## config.mk

```make
export PLATFORM = sky130hd
export DESIGN_NAME = gregorian_date_add_days_flat
export DESIGN_NICKNAME = d
export VERILOG_FILES = /design/src/rtl/gdad_pkg.sv /design/src/rtl/gdad_if.sv /design/src/rtl/gregorian_date_add_days.sv /design/src/rtl/gdad_front.sv /design/src/rtl/gdad_queue.sv /design/src/rtl/gdad_back.sv /design/src/flat_wrapper.sv
export SDC_FILE = /design/constraint.sdc
export NUM_CORES = 1
export LEC_CHECK = 0
export BUFFER_PORTS_ARGS = -buffer_cell sky130_fd_sc_hd__buf_2
export CAP_MARGIN = 20
export CORE_AREA = 2 2 156 272
export CTS_CLUSTER_DIAMETER = 80
export DETAILED_ROUTE_END_ITERATION = 12
export DIE_AREA = 0 0 158 274
export PLACE_DENSITY = 0.41
export RECOVER_POWER = 25
export SYNTH_ARGS = -nofsm -noshare
export SYNTH_HDL_FRONTEND = slang
export SYNTH_SLANG_ARGS = --single-unit
```

## constraint.sdc

```tcl
create_clock -name clk -period 10.9 [get_ports clk]
set_clock_uncertainty 0.15 [all_clocks]
set_input_delay 1.09 -clock clk [delete_from_list [all_inputs] [get_ports clk]]
set_output_delay 1.09 -clock clk [all_outputs]
set_load 0.02 [all_outputs]
```

## src/rtl/gdad_pkg.sv

```systemverilog
`timescale 1ns / 1ps
`default_nettype none
package gdad_pkg;

  // year mod 400 travels with the date so leap checks need no divider
  localparam int unsigned R400_W = 9;
  localparam logic [R400_W-1:0] LAST_R400 = 9'd399;
  localparam logic [R400_W-1:0] CENT_1 = 9'd100;
  localparam logic [R400_W-1:0] CENT_2 = 9'd200;
  localparam logic [R400_W-1:0] CENT_3 = 9'd300;

  localparam logic [3:0] MONTH_NONE = 4'd0;
  localparam logic [3:0] MONTH_JAN = 4'd1;
  localparam logic [3:0] MONTH_FEB = 4'd2;
  localparam logic [3:0] MONTH_MAR = 4'd3;
  localparam logic [3:0] MONTH_MAY = 4'd5;
  localparam logic [3:0] MONTH_JUL = 4'd7;
  localparam logic [3:0] MONTH_AUG = 4'd8;
  localparam logic [3:0] MONTH_OCT = 4'd10;
  localparam logic [3:0] MONTH_DEC = 4'd12;

  localparam logic [4:0] LEN_LEAP_FEB = 5'd29;
  localparam logic [4:0] LEN_FEB = 5'd28;
  localparam logic [4:0] LEN_LONG = 5'd31;
  localparam logic [4:0] LEN_SHORT = 5'd30;

  typedef enum logic [1:0] {
    F_IDLE,
    F_REDUCE,
    F_PUSH
  } front_state_t;

  typedef enum logic [1:0] {
    B_IDLE,
    B_RUN,
    B_DONE
  } back_state_t;

  // fixed-width part of a queued request
  typedef struct packed {
    logic [4:0]        day;
    logic [3:0]        month;
    logic [R400_W-1:0] r400;
    logic              invalid;
  } date_fix_t;

  function automatic logic leap_from_r400(input logic [R400_W-1:0] r);
    logic leap;
    leap = (r == '0) ||
           ((r[1:0] == 2'b00) && (r != CENT_1) && (r != CENT_2) && (r != CENT_3));
    return leap;
  endfunction

  function automatic logic [4:0] month_len(input logic [3:0] m, input logic leap);
    logic [4:0] len;
    case (m)
      MONTH_FEB: len = leap ? LEN_LEAP_FEB : LEN_FEB;
      MONTH_JAN, MONTH_MAR, MONTH_MAY, MONTH_JUL, MONTH_AUG, MONTH_OCT, MONTH_DEC:
        len = LEN_LONG;
      default: len = LEN_SHORT;
    endcase
    return len;
  endfunction

endpackage
`default_nettype wire

```

## src/rtl/gdad_if.sv

```systemverilog
`timescale 1ns / 1ps
`default_nettype none
interface gdad_in_if #(
  parameter int YEAR_BITS = 16,
  parameter int OFFSET_BITS = 16
);
  logic                   valid;
  logic                   ready;
  logic [4:0]             start_day;
  logic [3:0]             start_month;
  logic [YEAR_BITS-1:0]   start_year;
  logic [OFFSET_BITS-1:0] day_offset;

  modport source (output valid, start_day, start_month, start_year, day_offset,
                  input ready);
  modport sink (input valid, start_day, start_month, start_year, day_offset,
                output ready);
endinterface

interface gdad_out_if #(
  parameter int YEAR_BITS = 16
);
  logic                 valid;
  logic                 ready;
  logic [4:0]           result_day;
  logic [3:0]           result_month;
  logic [YEAR_BITS-1:0] result_year;
  logic                 input_invalid;
  logic                 year_overflow;

  modport source (output valid, result_day, result_month, result_year, input_invalid,
                  year_overflow, input ready);
  modport sink (input valid, result_day, result_month, result_year, input_invalid,
                year_overflow, output ready);
endinterface
`default_nettype wire

```

## src/rtl/gregorian_date_add_days.sv

```systemverilog
`timescale 1ns / 1ps
`default_nettype none
// Front end: states IDLE, REDUCE (year mod 400 by reciprocal multiply) and PUSH (range check).
// Back end: steps M months per request, M = months crossed, one month per cycle;
//   worst case about 2160 months at OFFSET_BITS = 16.
// The front end can accept a new request while the back end works on an earlier one,
//   with a two-entry queue between the halves.
// Reset (synchronous): both state machines idle, queue empty, no result pending.
module gregorian_date_add_days #(
  parameter int YEAR_BITS = 16,
  parameter int OFFSET_BITS = 16
) (
  input  wire        clk,
  input  wire        rst,
  gdad_in_if.sink    req,
  gdad_out_if.source rsp
);

  localparam int DATA_W = $bits(gdad_pkg::date_fix_t) + YEAR_BITS + OFFSET_BITS;

  logic              push_valid;
  logic              push_ready;
  logic [DATA_W-1:0] push_data;
  logic              pop_valid;
  logic              pop_ready;
  logic [DATA_W-1:0] pop_data;

  gdad_front #(
    .YEAR_BITS(YEAR_BITS),
    .OFFSET_BITS(OFFSET_BITS),
    .DATA_W(DATA_W)
  ) u_front (
    .clk(clk),
    .rst(rst),
    .req(req),
    .push_valid(push_valid),
    .push_ready(push_ready),
    .push_data(push_data)
  );

  gdad_queue #(
    .DATA_W(DATA_W),
    .DEPTH(2)
  ) u_queue (
    .clk(clk),
    .rst(rst),
    .push_valid(push_valid),
    .push_ready(push_ready),
    .push_data(push_data),
    .pop_valid(pop_valid),
    .pop_ready(pop_ready),
    .pop_data(pop_data)
  );

  gdad_back #(
    .YEAR_BITS(YEAR_BITS),
    .OFFSET_BITS(OFFSET_BITS),
    .DATA_W(DATA_W)
  ) u_back (
    .clk(clk),
    .rst(rst),
    .pop_valid(pop_valid),
    .pop_ready(pop_ready),
    .pop_data(pop_data),
    .rsp(rsp)
  );

endmodule
`default_nettype wire

```

## src/rtl/gdad_front.sv

```systemverilog
`timescale 1ns / 1ps
`default_nettype none
module gdad_front #(
  parameter int YEAR_BITS = 16,
  parameter int OFFSET_BITS = 16,
  parameter int DATA_W = 50
) (
  input  wire              clk,
  input  wire              rst,
  gdad_in_if.sink          req,
  output logic             push_valid,
  input  wire              push_ready,
  output logic [DATA_W-1:0] push_data
);

  localparam int R_W = gdad_pkg::R400_W;
  // year mod 400 = 16 * ((year >> 4) mod 25) + (year mod 16)
  localparam int X_W = YEAR_BITS - 4;
  localparam int SH = X_W + 5;
  localparam int RECIP_W = X_W + 1;
  localparam int PROD_W = X_W + RECIP_W;
  localparam int Q_W = PROD_W - SH;
  localparam logic [63:0] RECIP = ((64'd1 << SH) + 64'd24) / 64'd25;

  gdad_pkg::front_state_t state, state_next;

  logic [4:0]             day;
  logic [3:0]             month;
  logic [YEAR_BITS-1:0]   year;
  logic [OFFSET_BITS-1:0] add;
  logic [Q_W-1:0]         quot;

  logic [PROD_W-1:0]      prod;
  logic [4:0]             quot5;
  logic [9:0]             quot25;
  logic [4:0]             r25;
  logic [R_W-1:0]         r400;
  logic [4:0]             len;
  gdad_pkg::date_fix_t    fix;

  // (year >> 4) / 25 by reciprocal multiply, exact over the whole input range
  always_comb begin
    prod = PROD_W'(year[YEAR_BITS-1:4]) * PROD_W'(RECIP[RECIP_W-1:0]);
  end

  // remainder is below 25, so five low bits of x - 25q are enough
  always_comb begin
    quot5 = 5'(quot);
    quot25 = {1'b0, quot5, 4'b0000} + {2'b00, quot5, 3'b000} + {5'b00000, quot5};
    r25 = year[8:4] - quot25[4:0];
    r400 = {r25, year[3:0]};
  end

  always_comb begin
    len = gdad_pkg::month_len(month, gdad_pkg::leap_from_r400(r400));
    fix.day = day;
    fix.month = month;
    fix.r400 = r400;
    fix.invalid = (day == 5'd0) || (day > len) || (month == gdad_pkg::MONTH_NONE) ||
                  (month > gdad_pkg::MONTH_DEC);
    push_data = {fix, year, add};
  end

  always_ff @(posedge clk) begin
    if (rst) begin
      state <= gdad_pkg::F_IDLE;
    end else begin
      state <= state_next;
    end
  end

  always_comb begin
    state_next = state;
    req.ready = 1'b0;
    push_valid = 1'b0;
    case (state)
      gdad_pkg::F_IDLE: begin
        req.ready = !rst;
        if (req.valid && !rst) state_next = gdad_pkg::F_REDUCE;
      end
      gdad_pkg::F_REDUCE: begin
        state_next = gdad_pkg::F_PUSH;
      end
      gdad_pkg::F_PUSH: begin
        push_valid = 1'b1;
        if (push_ready) state_next = gdad_pkg::F_IDLE;
      end
      default: state_next = gdad_pkg::F_IDLE;
    endcase
  end

  always_ff @(posedge clk) begin
    case (state)
      gdad_pkg::F_IDLE: begin
        if (req.valid && req.ready) begin
          day <= req.start_day;
          month <= req.start_month;
          year <= req.start_year;
          add <= req.day_offset;
        end
      end
      gdad_pkg::F_REDUCE: begin
        quot <= prod[PROD_W-1:SH];
      end
      default: begin
      end
    endcase
  end

endmodule
`default_nettype wire

```

## src/rtl/gdad_queue.sv

```systemverilog
`timescale 1ns / 1ps
`default_nettype none
module gdad_queue #(
  parameter int DATA_W = 50,
  parameter int DEPTH = 2
) (
  input  wire               clk,
  input  wire               rst,
  input  wire               push_valid,
  output logic              push_ready,
  input  wire  [DATA_W-1:0] push_data,
  output logic              pop_valid,
  input  wire               pop_ready,
  output logic [DATA_W-1:0] pop_data
);

  localparam int PTR_W = $clog2(DEPTH);
  localparam int CNT_W = $clog2(DEPTH + 1);

  logic [DATA_W-1:0] mem [DEPTH];
  logic [PTR_W-1:0]  wr_ptr;
  logic [PTR_W-1:0]  rd_ptr;
  logic [CNT_W-1:0]  count;
  logic              do_push;
  logic              do_pop;

  assign push_ready = (count != CNT_W'(DEPTH));
  assign pop_valid = (count != '0);
  assign pop_data = mem[rd_ptr];
  assign do_push = push_valid && push_ready;
  assign do_pop = pop_valid && pop_ready;

  always_ff @(posedge clk) begin
    if (do_push) mem[wr_ptr] <= push_data;
  end

  always_ff @(posedge clk) begin
    if (rst) begin
      wr_ptr <= '0;
      rd_ptr <= '0;
      count <= '0;
    end else begin
      if (do_push) begin
        wr_ptr <= (wr_ptr == PTR_W'(DEPTH - 1)) ? '0 : wr_ptr + PTR_W'(1);
      end
      if (do_pop) begin
        rd_ptr <= (rd_ptr == PTR_W'(DEPTH - 1)) ? '0 : rd_ptr + PTR_W'(1);
      end
      if (do_push && !do_pop) begin
        count <= count + CNT_W'(1);
      end else if (do_pop && !do_push) begin
        count <= count - CNT_W'(1);
      end
    end
  end

endmodule
`default_nettype wire

```

## src/rtl/gdad_back.sv

```systemverilog
`timescale 1ns / 1ps
`default_nettype none
module gdad_back #(
  parameter int YEAR_BITS = 16,
  parameter int OFFSET_BITS = 16,
  parameter int DATA_W = 50
) (
  input  wire               clk,
  input  wire               rst,
  input  wire               pop_valid,
  output logic              pop_ready,
  input  wire  [DATA_W-1:0] pop_data,
  gdad_out_if.source        rsp
);

  localparam int DAY_W = OFFSET_BITS + 1;
  localparam int R_W = gdad_pkg::R400_W;

  gdad_pkg::back_state_t state, state_next;

  gdad_pkg::date_fix_t    in_fix;
  logic [YEAR_BITS-1:0]   in_year;
  logic [OFFSET_BITS-1:0] in_add;

  logic [DAY_W-1:0]     day_acc;
  logic [3:0]           month;
  logic [YEAR_BITS-1:0] year;
  logic [R_W-1:0]       r400;
  logic                 invalid;
  logic                 wrapped;

  logic                 out_valid;
  logic                 out_load;
  logic [4:0]           len;
  logic                 step;

  assign {in_fix, in_year, in_add} = pop_data;

  assign len = gdad_pkg::month_len(month, gdad_pkg::leap_from_r400(r400));
  assign step = day_acc > {{(DAY_W-5){1'b0}}, len};

  always_ff @(posedge clk) begin
    if (rst) begin
      state <= gdad_pkg::B_IDLE;
    end else begin
      state <= state_next;
    end
  end

  always_comb begin
    state_next = state;
    pop_ready = 1'b0;
    out_load = 1'b0;
    case (state)
      gdad_pkg::B_IDLE: begin
        pop_ready = 1'b1;
        if (pop_valid) state_next = gdad_pkg::B_RUN;
      end
      gdad_pkg::B_RUN: begin
        if (!step) state_next = gdad_pkg::B_DONE;
      end
      gdad_pkg::B_DONE: begin
        if (!out_valid || rsp.ready) begin
          out_load = 1'b1;
          state_next = gdad_pkg::B_IDLE;
        end
      end
      default: state_next = gdad_pkg::B_IDLE;
    endcase
  end

  // one month per cycle
  always_ff @(posedge clk) begin
    case (state)
      gdad_pkg::B_IDLE: begin
        if (pop_valid) begin
          day_acc <= {{(DAY_W-5){1'b0}}, in_fix.day} + {1'b0, in_add};
          month <= in_fix.month;
          year <= in_year;
          r400 <= in_fix.r400;
          invalid <= in_fix.invalid;
          wrapped <= 1'b0;
        end
      end
      gdad_pkg::B_RUN: begin
        if (step) begin
          day_acc <= day_acc - {{(DAY_W-5){1'b0}}, len};
          if (month >= gdad_pkg::MONTH_DEC) begin
            month <= gdad_pkg::MONTH_JAN;
            if (year == '1) begin
              year <= '0;
              r400 <= '0;
              wrapped <= 1'b1;
            end else begin
              year <= year + {{(YEAR_BITS-1){1'b0}}, 1'b1};
              r400 <= (r400 == gdad_pkg::LAST_R400) ? '0 : r400 + R_W'(1);
            end
          end else begin
            month <= month + 4'd1;
          end
        end
      end
      default: begin
      end
    endcase
  end

  always_ff @(posedge clk) begin
    if (rst) begin
      out_valid <= 1'b0;
    end else if (out_load) begin
      out_valid <= 1'b1;
    end else if (rsp.ready) begin
      out_valid <= 1'b0;
    end
  end

  always_ff @(posedge clk) begin
    if (out_load) begin
      rsp.result_day <= day_acc[4:0];
      rsp.result_month <= month;
      rsp.result_year <= year;
      rsp.input_invalid <= invalid;
      rsp.year_overflow <= wrapped;
    end
  end

  assign rsp.valid = out_valid;

endmodule
`default_nettype wire
```

## src/flat_wrapper.sv

```systemverilog
// flat-port wrapper written by rule: the top's interface ports become plain ports
module gregorian_date_add_days_flat 
#(
  parameter int YEAR_BITS = 16,
  parameter int OFFSET_BITS = 16
)
  (clk, rst, req_valid, req_start_day, req_start_month, req_start_year, req_day_offset, req_ready, rsp_valid, rsp_result_day, rsp_result_month, rsp_result_year, rsp_input_invalid, rsp_year_overflow, rsp_ready);
  gdad_in_if #(.YEAR_BITS(YEAR_BITS), .OFFSET_BITS(OFFSET_BITS)) req_i ();
  gdad_out_if #(.YEAR_BITS(YEAR_BITS)) rsp_i ();
  input  wire clk;
  input  wire rst;
  input wire logic [$bits(req_i.valid)-1:0] req_valid;
  input wire logic [$bits(req_i.start_day)-1:0] req_start_day;
  input wire logic [$bits(req_i.start_month)-1:0] req_start_month;
  input wire logic [$bits(req_i.start_year)-1:0] req_start_year;
  input wire logic [$bits(req_i.day_offset)-1:0] req_day_offset;
  output wire logic [$bits(req_i.ready)-1:0] req_ready;
  output wire logic [$bits(rsp_i.valid)-1:0] rsp_valid;
  output wire logic [$bits(rsp_i.result_day)-1:0] rsp_result_day;
  output wire logic [$bits(rsp_i.result_month)-1:0] rsp_result_month;
  output wire logic [$bits(rsp_i.result_year)-1:0] rsp_result_year;
  output wire logic [$bits(rsp_i.input_invalid)-1:0] rsp_input_invalid;
  output wire logic [$bits(rsp_i.year_overflow)-1:0] rsp_year_overflow;
  input wire logic [$bits(rsp_i.ready)-1:0] rsp_ready;
  assign req_i.valid = req_valid;
  assign req_i.start_day = req_start_day;
  assign req_i.start_month = req_start_month;
  assign req_i.start_year = req_start_year;
  assign req_i.day_offset = req_day_offset;
  assign req_ready = req_i.ready;
  assign rsp_valid = rsp_i.valid;
  assign rsp_result_day = rsp_i.result_day;
  assign rsp_result_month = rsp_i.result_month;
  assign rsp_result_year = rsp_i.result_year;
  assign rsp_input_invalid = rsp_i.input_invalid;
  assign rsp_year_overflow = rsp_i.year_overflow;
  assign rsp_i.ready = rsp_ready;
  gregorian_date_add_days #(.YEAR_BITS(YEAR_BITS), .OFFSET_BITS(OFFSET_BITS)) u_core (.clk(clk), .rst(rst), .req(req_i), .rsp(rsp_i));
endmodule
```

==> results of run 1 <==
-- through the flow --
| step | area (um2) | worst slack [ns] | instances | hold slack [ns] |
|---|---|---|---|---|
| after floorplan | 12200 | 5.90 | 920 | 0.250 |
| after global placement | 13300 | 5.59 | 1540 | 0.258 |
| after detailed placement | 13300 | 5.52 | 1540 | 0.255 |
| after CTS | 14200 | 5.49 | 1586 | 0.270 |
| after global routing | 14200 | 5.18 | 1587 | 0.282 |
| final | 14200 | 5.50 | 1587 | 0.270 |
-- worst reg2reg max path, delay by kind of cell (launching register included) --
family          cells  cell delay, ns
fa+ha+maj           6            2.96
flops               1            0.53
buf+inv             4            0.29
compound gates      6            1.21
-- power groups by stage --
| stage | Combinational (mW) | Sequential [mW] | Clock, mW |
|---|---|---|---|
| finish | 1.19 | 1.35 | 0.937 |
| CTS | 1.21 | 1.35 | 0.965 |
| detailed placement | 1.20 | 1.37 | 0 |
| global placement | 1.20 | 1.37 | 0 |
| floorplan | 0.889 | 1.31 | 0 |
| global route | 1.36 | 1.37 | 0.994 |
-- Yosys cell counts, types with 4 or more instances --
| library cell | n | area share |
|---|---|---|
| nand2_1 | 32 | 0.0098 |
| dfxtp_1 | 10 | 0.016 |
| xnor2_1 | 42 | 0.030 |
| ha_1 | 93 | 0.095 |
| a21oi_1 | 35 | 0.014 |
| nor2_1 | 38 | 0.012 |
| nand3_1 | 26 | 0.011 |
| nor3_1 | 7 | 0.0029 |
| a21o_1 | 6 | 0.0037 |
| nand4_1 | 7 | 0.0036 |
| xor2_1 | 24 | 0.017 |
| inv_1 | 126 | 0.039 |
| o21ai_1 | 4 | 0.0016 |
| edfxtp_1 | 215 | 0.53 |
| mux2i_1 | 39 | 0.032 |
| nand2b_1 | 7 | 0.0036 |
| nand3b_1 | 5 | 0.0031 |
| mux2_2 | 13 | 0.012 |
| clkbuf_1 | 6 | 0.0018 |
| fa_1 | 48 | 0.079 |
| and3_1 | 4 | 0.0020 |
| nor2b_1 | 17 | 0.0087 |
| a211oi_1 | 8 | 0.0049 |
| o21ai_0 | 19 | 0.0078 |
| buf_4 | 5 | 0.0031 |
| o22ai_1 | 14 | 0.0072 |
-- layout make-up --
cell class              count  area share
well taps                 555      0.0489
inverters                 126      0.0333
clock inverters            16      0.0180
flip-flops and latches    225       0.469
repair buffers             81      0.0299
clock buffers              30      0.0468
multi-input cells         554       0.354
-- how the worst min path moves through the flow --
stage | endpoint | cells after the start
finish | u_core.u_back.rsp.input_invalid | 0
global route | u_core.u_back.rsp.year_overflow | 0
CTS | u_core.u_back.rsp.input_invalid | 0
detailed placement | u_core.u_back.rsp.input_invalid | 0
global placement | u_core.u_back.rsp.input_invalid | 0
floorplan | u_core.u_back.rsp.input_invalid | 0
-- placed cells by master, fill, tap and decap left out, types with 3 or more instances in the layout --
cell type    n
edfxtp_1   215
mux2i_1     39
clkbuf_1     3
a21o_1       6
o211ai_1     3
nand2_1     32
a211oi_1     8
a31oi_1      3
nand3_1     26
buf_2       73
o21bai_1     3
clkbuf_16   25
nand3b_1     5
and3_1       4
buf_4        8
o21ai_1      4
a21oi_1     34
xor2_1      24
inv_1      126
o22ai_1     14
o21ai_0     19
nor2b_1     15
mux2_2      13
nor4_1       3
xnor2_1     42
fa_1        48
ha_1        93
dfxtp_1      9
bufinv_16    6
o21a_1       3
nor2_1      38
nand2b_1     7
nor3_1       7
nand4_1      7
-- kinds of logic (layout without fill, tap and decap cells) --
kind of cell | Yosys count | count (layout) | share of synthesized area
multiplexers | 52 | 52 | 0.0439
XOR/XNOR | 67 | 67 | 0.0486
AO/OA/AOI/OAI | 121 | 121 | 0.0648
adder cells (fa/ha/maj) | 141 | 141 | 0.174
flip-flops | 225 | 225 | 0.545
buffers and inverters | 141 | 253 | 0.0452
AND/OR/NAND/NOR | 173 | 173 | 0.0788
-- sequential cells by signal, summed over array words and instances, names as in the netlist, 9 cells and up, named ones only --
signal                         cells
u_core.u_back.day_acc             17
u_core.u_back.r400                 9
u_core.u_back.rsp.result_year     16
u_core.u_back.year                16
u_core.u_front.add                16
u_core.u_front.year               16
u_core.u_queue.mem                94
-- layer usage --
| metal | part of all wire | global-route usage |
|---|---|---|
| met5 | 0 | 0 |
| met4 | 0.024 | 0.0398 |
| met3 | 0.035 | 0.0161 |
| met2 | 0.56 | 0.255 |
| met1 | 0.39 | 0.149 |
==> results by group, run 1 <==
CTS
  • Max Root-Sink Buffers: 3
  • Setup repair bufs after CTS: 0
  • Post-cts sizing count: 0
  • Worst-Skew Late Latency: 0.53 ns
  • TritonCTS clock tree: yes
  • Hold buffer count at CTS: 0
  • Cts bufs inserted: 25
  • H-tree depth: 1
  • Num Clock Sinks: 225
  • Root Driver: clkbuf_16
  • Clk slew on worst S/H paths: 0.06 ns

Route
  • Wirelength per Cell: 17.7 um
  • Detailed-route DRC error count: 0
  • Vias: 7072
  • Post-DRT Antenna Nets: 0
  • Via density: 4.46
  • TritonRoute pass-1 iters: 6
  • Routed WL: 28100 um
  • Initial DRC Count: 291

Worst setup path
  • RR Endpoint: u_core.u_front.quot[2]
  • Crit path largest cell delay: 0.56 ns
  • Delay-heaviest family, CP: adder cells
  • CP Depth: 16
  • Critical Path RT: 11.02 ns
  • Worst Reg-to-Reg Cells: 16
  • Worst-path maximum fanout: 7
  • Crit path DAT: 5.52 ns
  • CP dominant cell by count: fa_1
  • RR Startpoint: u_core.u_front.year[10]
  • Reg2reg setup slack: 5.50 ns
  • Critical path startpoint category: flip-flop
  • Critical Path, Cell by Cell: inv_1 > fa_1 > fa_1 > inv_1 > fa_1 > inv_1 > fa_1 > inv_1 > fa_1 > ha_1 > a21oi_1 > o211ai_1 > o21a_1 > a311o_1 > a21oi_1 > o221ai_1
  • Worst setup path endpoint: u_core.u_front.quot[2]
  • Worst Setup SP: u_core.u_front.year[10]
  • CP Capture Type: flip-flop
  • Max stage delay cell, worst path: fa_1
  • CP Class: flip-flop to flip-flop
  • CP bufs+invs: 4

Timing
  • Post-layout min period: 5.40 ns
  • Tcrit/Tclk final: 0.496
  • FMAX: 185 MHz
  • Final Max Tran Viols: 0
  • Worst slew pin tran: 0.989 ns
  • Setup tns final: 0 ns
  • Final setup viols: 0
  • Final hold viol count: 0
  • Rel. slew slack: 0.336
  • RSZ-0062 raised after global routing: no

Die
  • Die footprint: 43300 um2
  • Core area: 41400 um2
  • Std-Cell Rows: 99
  • Initial core utilization: 0.295
  • Die W: 158 um
  • Die height: 274 um
  • # IOs: 74

Hold path
  • HP Class: flip-flop to flip-flop
  • Min-delay src: u_core.u_back.invalid

Finish
  • # diodes: 0
  • Final core occ: 0.343
  • Area grow syn2layout: 16.3%
  • Multi-input gate area: 5030 um2
  • Storage element area: 6660 um2
  • Nets: 1199
  • Filler instances: 4201
  • Share of layout cells above drive strength 1: 0.152

Job
  • MaxCap Viol Count: 0

Global route
  • First-pass GRT wire length: 42900 um
  • Grt ovf: 0
  • Initial antenna violation count: 0
  • Largest net degree at the start of global routing: 49
  • GR Util All Layers: 0.132
  • Number of global-route vias before repair: 7315

Yosys
  • Yosys warning count: 0
  • Syn Nets: 1106
  • Netlist cell types: 74
  • Synthesized area: 12200 um2
  • Cells after Synth: 920
  • Mean Syn Cell Area: 13.3 um2
  • Sequential-to-total area share from yosys stat: 0.545
  • Post-synthesis register bit count: 225
  • Main flop type after synthesis: edfxtp_1
  • Post-synth EDFFs: 215
  • Ys async rst share: 0

Power
  • Sw Ratio: 0.350
  • Static leakage: 5.46 nW
  • Total power: 3.47 mW
  • P per Cell Area: 244 nW/um2
  • Max rail drop VDD: 117 uV
  • Int Power: 2.26 mW
  • Clock share of power: 0.270
  • Net Sw Power: 1.22 mW
  • Proportion of power drawn by combinational gates: 0.343
  • Seq pwr share: 0.387

Status
  • Status: completed

Place
  • Dpl hpwl: 21300 um
  • Port bufs: 73
  • Routability cong.: 0.766
(Power assumes the default switching activity.)
==> run 2, diff against run 1 <==
Settings changed: PLACE_DENSITY 0.41 to 0.42.
Clock period 10.9 ns to 4.6 ns, I/O delays scaled along.
==> run 2 against run 1 <==
Compared with the run above: the flow now finishes with violations (setup timing); wire length decreased by 1.6%; combinational power increased to 2.7 times the previous value; total power is 130% higher; worst setup slack worse by 5.7 ns; sequential share of layout area fell by 2.2 points; critical path depth unchanged; flip-flop and latch count is the same; clock power up 89%; maximum frequency rose by 12%; hold slack worse by 0.18 ns; cell count is 5.5% higher; critical path type unchanged; critical endpoint unchanged; largest cell class unchanged; largest power group unchanged.
==> results by group, run 2 (synthesized netlist as in run 1, its figures left out) <==
Global route
  • Number of global-route vias before repair: 7942
  • First-pass GRT wire length: 43400 um
  • Grt ovf: 0
  • Largest net degree at the start of global routing: 42
  • Initial antenna violation count: 0
  • GR Util All Layers: 0.132

CTS
  • H-tree depth: 1
  • Root Driver: clkbuf_16
  • Num Clock Sinks: 225
  • TritonCTS clock tree: yes
  • Worst-Skew Late Latency: 0.54 ns
  • Max Root-Sink Buffers: 3
  • Clk slew on worst S/H paths: 0.06 ns
  • Cts bufs inserted: 24

Worst setup path
  • CP Class: flip-flop to flip-flop
  • Worst-path maximum fanout: 3
  • Crit path DAT: 4.93 ns
  • CP Capture Type: flip-flop
  • Critical Path RT: 4.72 ns
  • Reg2reg setup slack: -0.21 ns
  • Critical path startpoint category: flip-flop

Power
  • Total power: 8.12 mW
  • Int Power: 5.21 mW
  • Max rail drop VDD: 285 uV
  • Clock share of power: 0.218
  • P per Cell Area: 545 nW/um2
  • Seq pwr share: 0.392
  • Proportion of power drawn by combinational gates: 0.389
  • Static leakage: 5.76 nW
  • Net Sw Power: 2.91 mW
  • Sw Ratio: 0.358

Timing
  • Final Max Tran Viols: 0
  • Final hold viol count: 0
  • Worst slew pin tran: 1.03 ns
  • FMAX: 208 MHz
  • Final setup viols: 4
  • Rel. slew slack: 0.311
  • Slack of the critical path: -0.207 ns
  • Post-layout min period: 4.81 ns
  • RSZ-0062 raised after global routing: yes
  • Tcrit/Tclk final: 1.05

Route
  • TritonRoute pass-1 iters: 4
  • Routed WL: 27600 um
  • Via density: 4.37
  • Detailed-route DRC error count: 0
  • Initial DRC Count: 227
  • Wirelength per Cell: 16.5 um
  • Vias: 7321
  • Post-DRT Antenna Nets: 0

Finish
  • Filler instances: 4168
  • Post-route design area: 14900 um2
  • Share of layout cells above drive strength 1: 0.193
  • Nets: 1288
  • Final core occ: 0.360
  • Finished Layout Cells: 1674
  • Max reg flops: 94
  • Largest registers: u_core.u_queue.mem (94), u_core.u_back.day_acc (17)
  • Commonest non-fill, non-tap cell in the layout: edfxtp_1
  • # diodes: 0
  • Commonest cells after routing, fill and taps aside: edfxtp_1 (215), inv_1 (121), ha_1 (87)
  • Area grow syn2layout: 22.0%
  • Most flops, register: u_core.u_queue.mem

Die
  • # IOs: 74
  • Core area: 41400 um2
  • Die footprint: 43300 um2
  • Initial core utilization: 0.295
  • Die W: 158 um
  • Die height: 274 um
  • Std-Cell Rows: 99

Place
  • Area of placed instances: 13700 um2
  • Placed cell count: 1586
  • Port bufs: 73
  • Routability cong.: 0.780
  • Dpl hpwl: 21200 um
  • Setup Slack @ Placement: -0.331 ns

Status
  • Failing checks: setup timing
  • Status: finished with violations

Job
  • MaxCap Viol Count: 0

Hold path
  • HP Class: input pin to flip-flop
run 2: changes by cell type in the layout (fill, tap and decap cells not counted), sizes merged:
cell and delta:
dlygate4sd3 +41, bufinv -6, clkinv +4, clkbuf +7, inv -1, buf +42
run 2: power by group through the flow:
stage                     Clock [mW]  Sequential [mW]  Combinational (mW)
after floorplan                    0             3.12                2.16
after global placement             0             3.23                3.00
after detailed placement           0             3.24                3.03
after CTS                       1.85             3.19                3.19
after global routing            1.93             3.25                3.59
final                           1.77             3.19                3.16
run 2: final timing paths:
kind                                from                         endpoint  cells past startpoint
setup reg to reg  u_core.u_front.year[8]           u_core.u_front.quot[2]                     16
hold / removal                 req_valid          u_core.u_front.state[0]                      2
hold reg to reg    u_core.u_back.wrapped  u_core.u_back.rsp.year_overflow                      0
setup / recovery  u_core.u_front.year[8]           u_core.u_front.quot[2]                     16
run 2: per-stage QoR:
stage	hold slack, ns	TNS (ns)
2_1_floorplan	0.250	-0.436
3_3_place_gp	0.258	-0.880
3_5_place_dp	0.256	-1.31
4_1_cts	0.0668	-0.999
5_1_grt	0.0573	-1.60
6_report	0.0935	-0.720
run 2: routing by layer:
layer	share of wire	GRT usage	wire length, um
met1	0.38	0.143	10500
met2	0.56	0.257	15500
met3	0.028	0.0179	777
met4	0.031	0.0472	850
met5	0	0	0
run 2: final cells by class:
cell class              instances  area, um2  share of cell area
clock buffers                  30        623              0.0418
well taps                     555        694              0.0466
multi-input cells             554       5160               0.347
inverters                     126        473              0.0317
repair buffers                171       1210              0.0810
clock inverters                13       82.6             0.00554
flip-flops and latches        225       6660               0.447
run 2: worst max-delay path: stages, from the launching register on:
cell       delay [ns]
edfxtp_1         0.42
fa_1             0.57
inv_1            0.06
fa_1             0.52
inv_2            0.05
ha_4             0.25
inv_2            0.03
fa_1             0.52
inv_1            0.05
fa_1             0.55
ha_4             0.22
a21o_1           0.17
a2bb2oi_2        0.18
nand2_2          0.12
a311o_1          0.39
a21oi_2          0.17
o221ai_1         0.14
run 2: repair_timing:
item | CTS | global route
endpoints found under the setup margin | 5 | 5
gates cloned | 0 | 0
gates resized for setup | 14 | 5
hold buffers | 41 | 0
pin swaps | 23 | 15
endpoints found under the hold margin | 41 | 0
setup buffers | 2 | 1
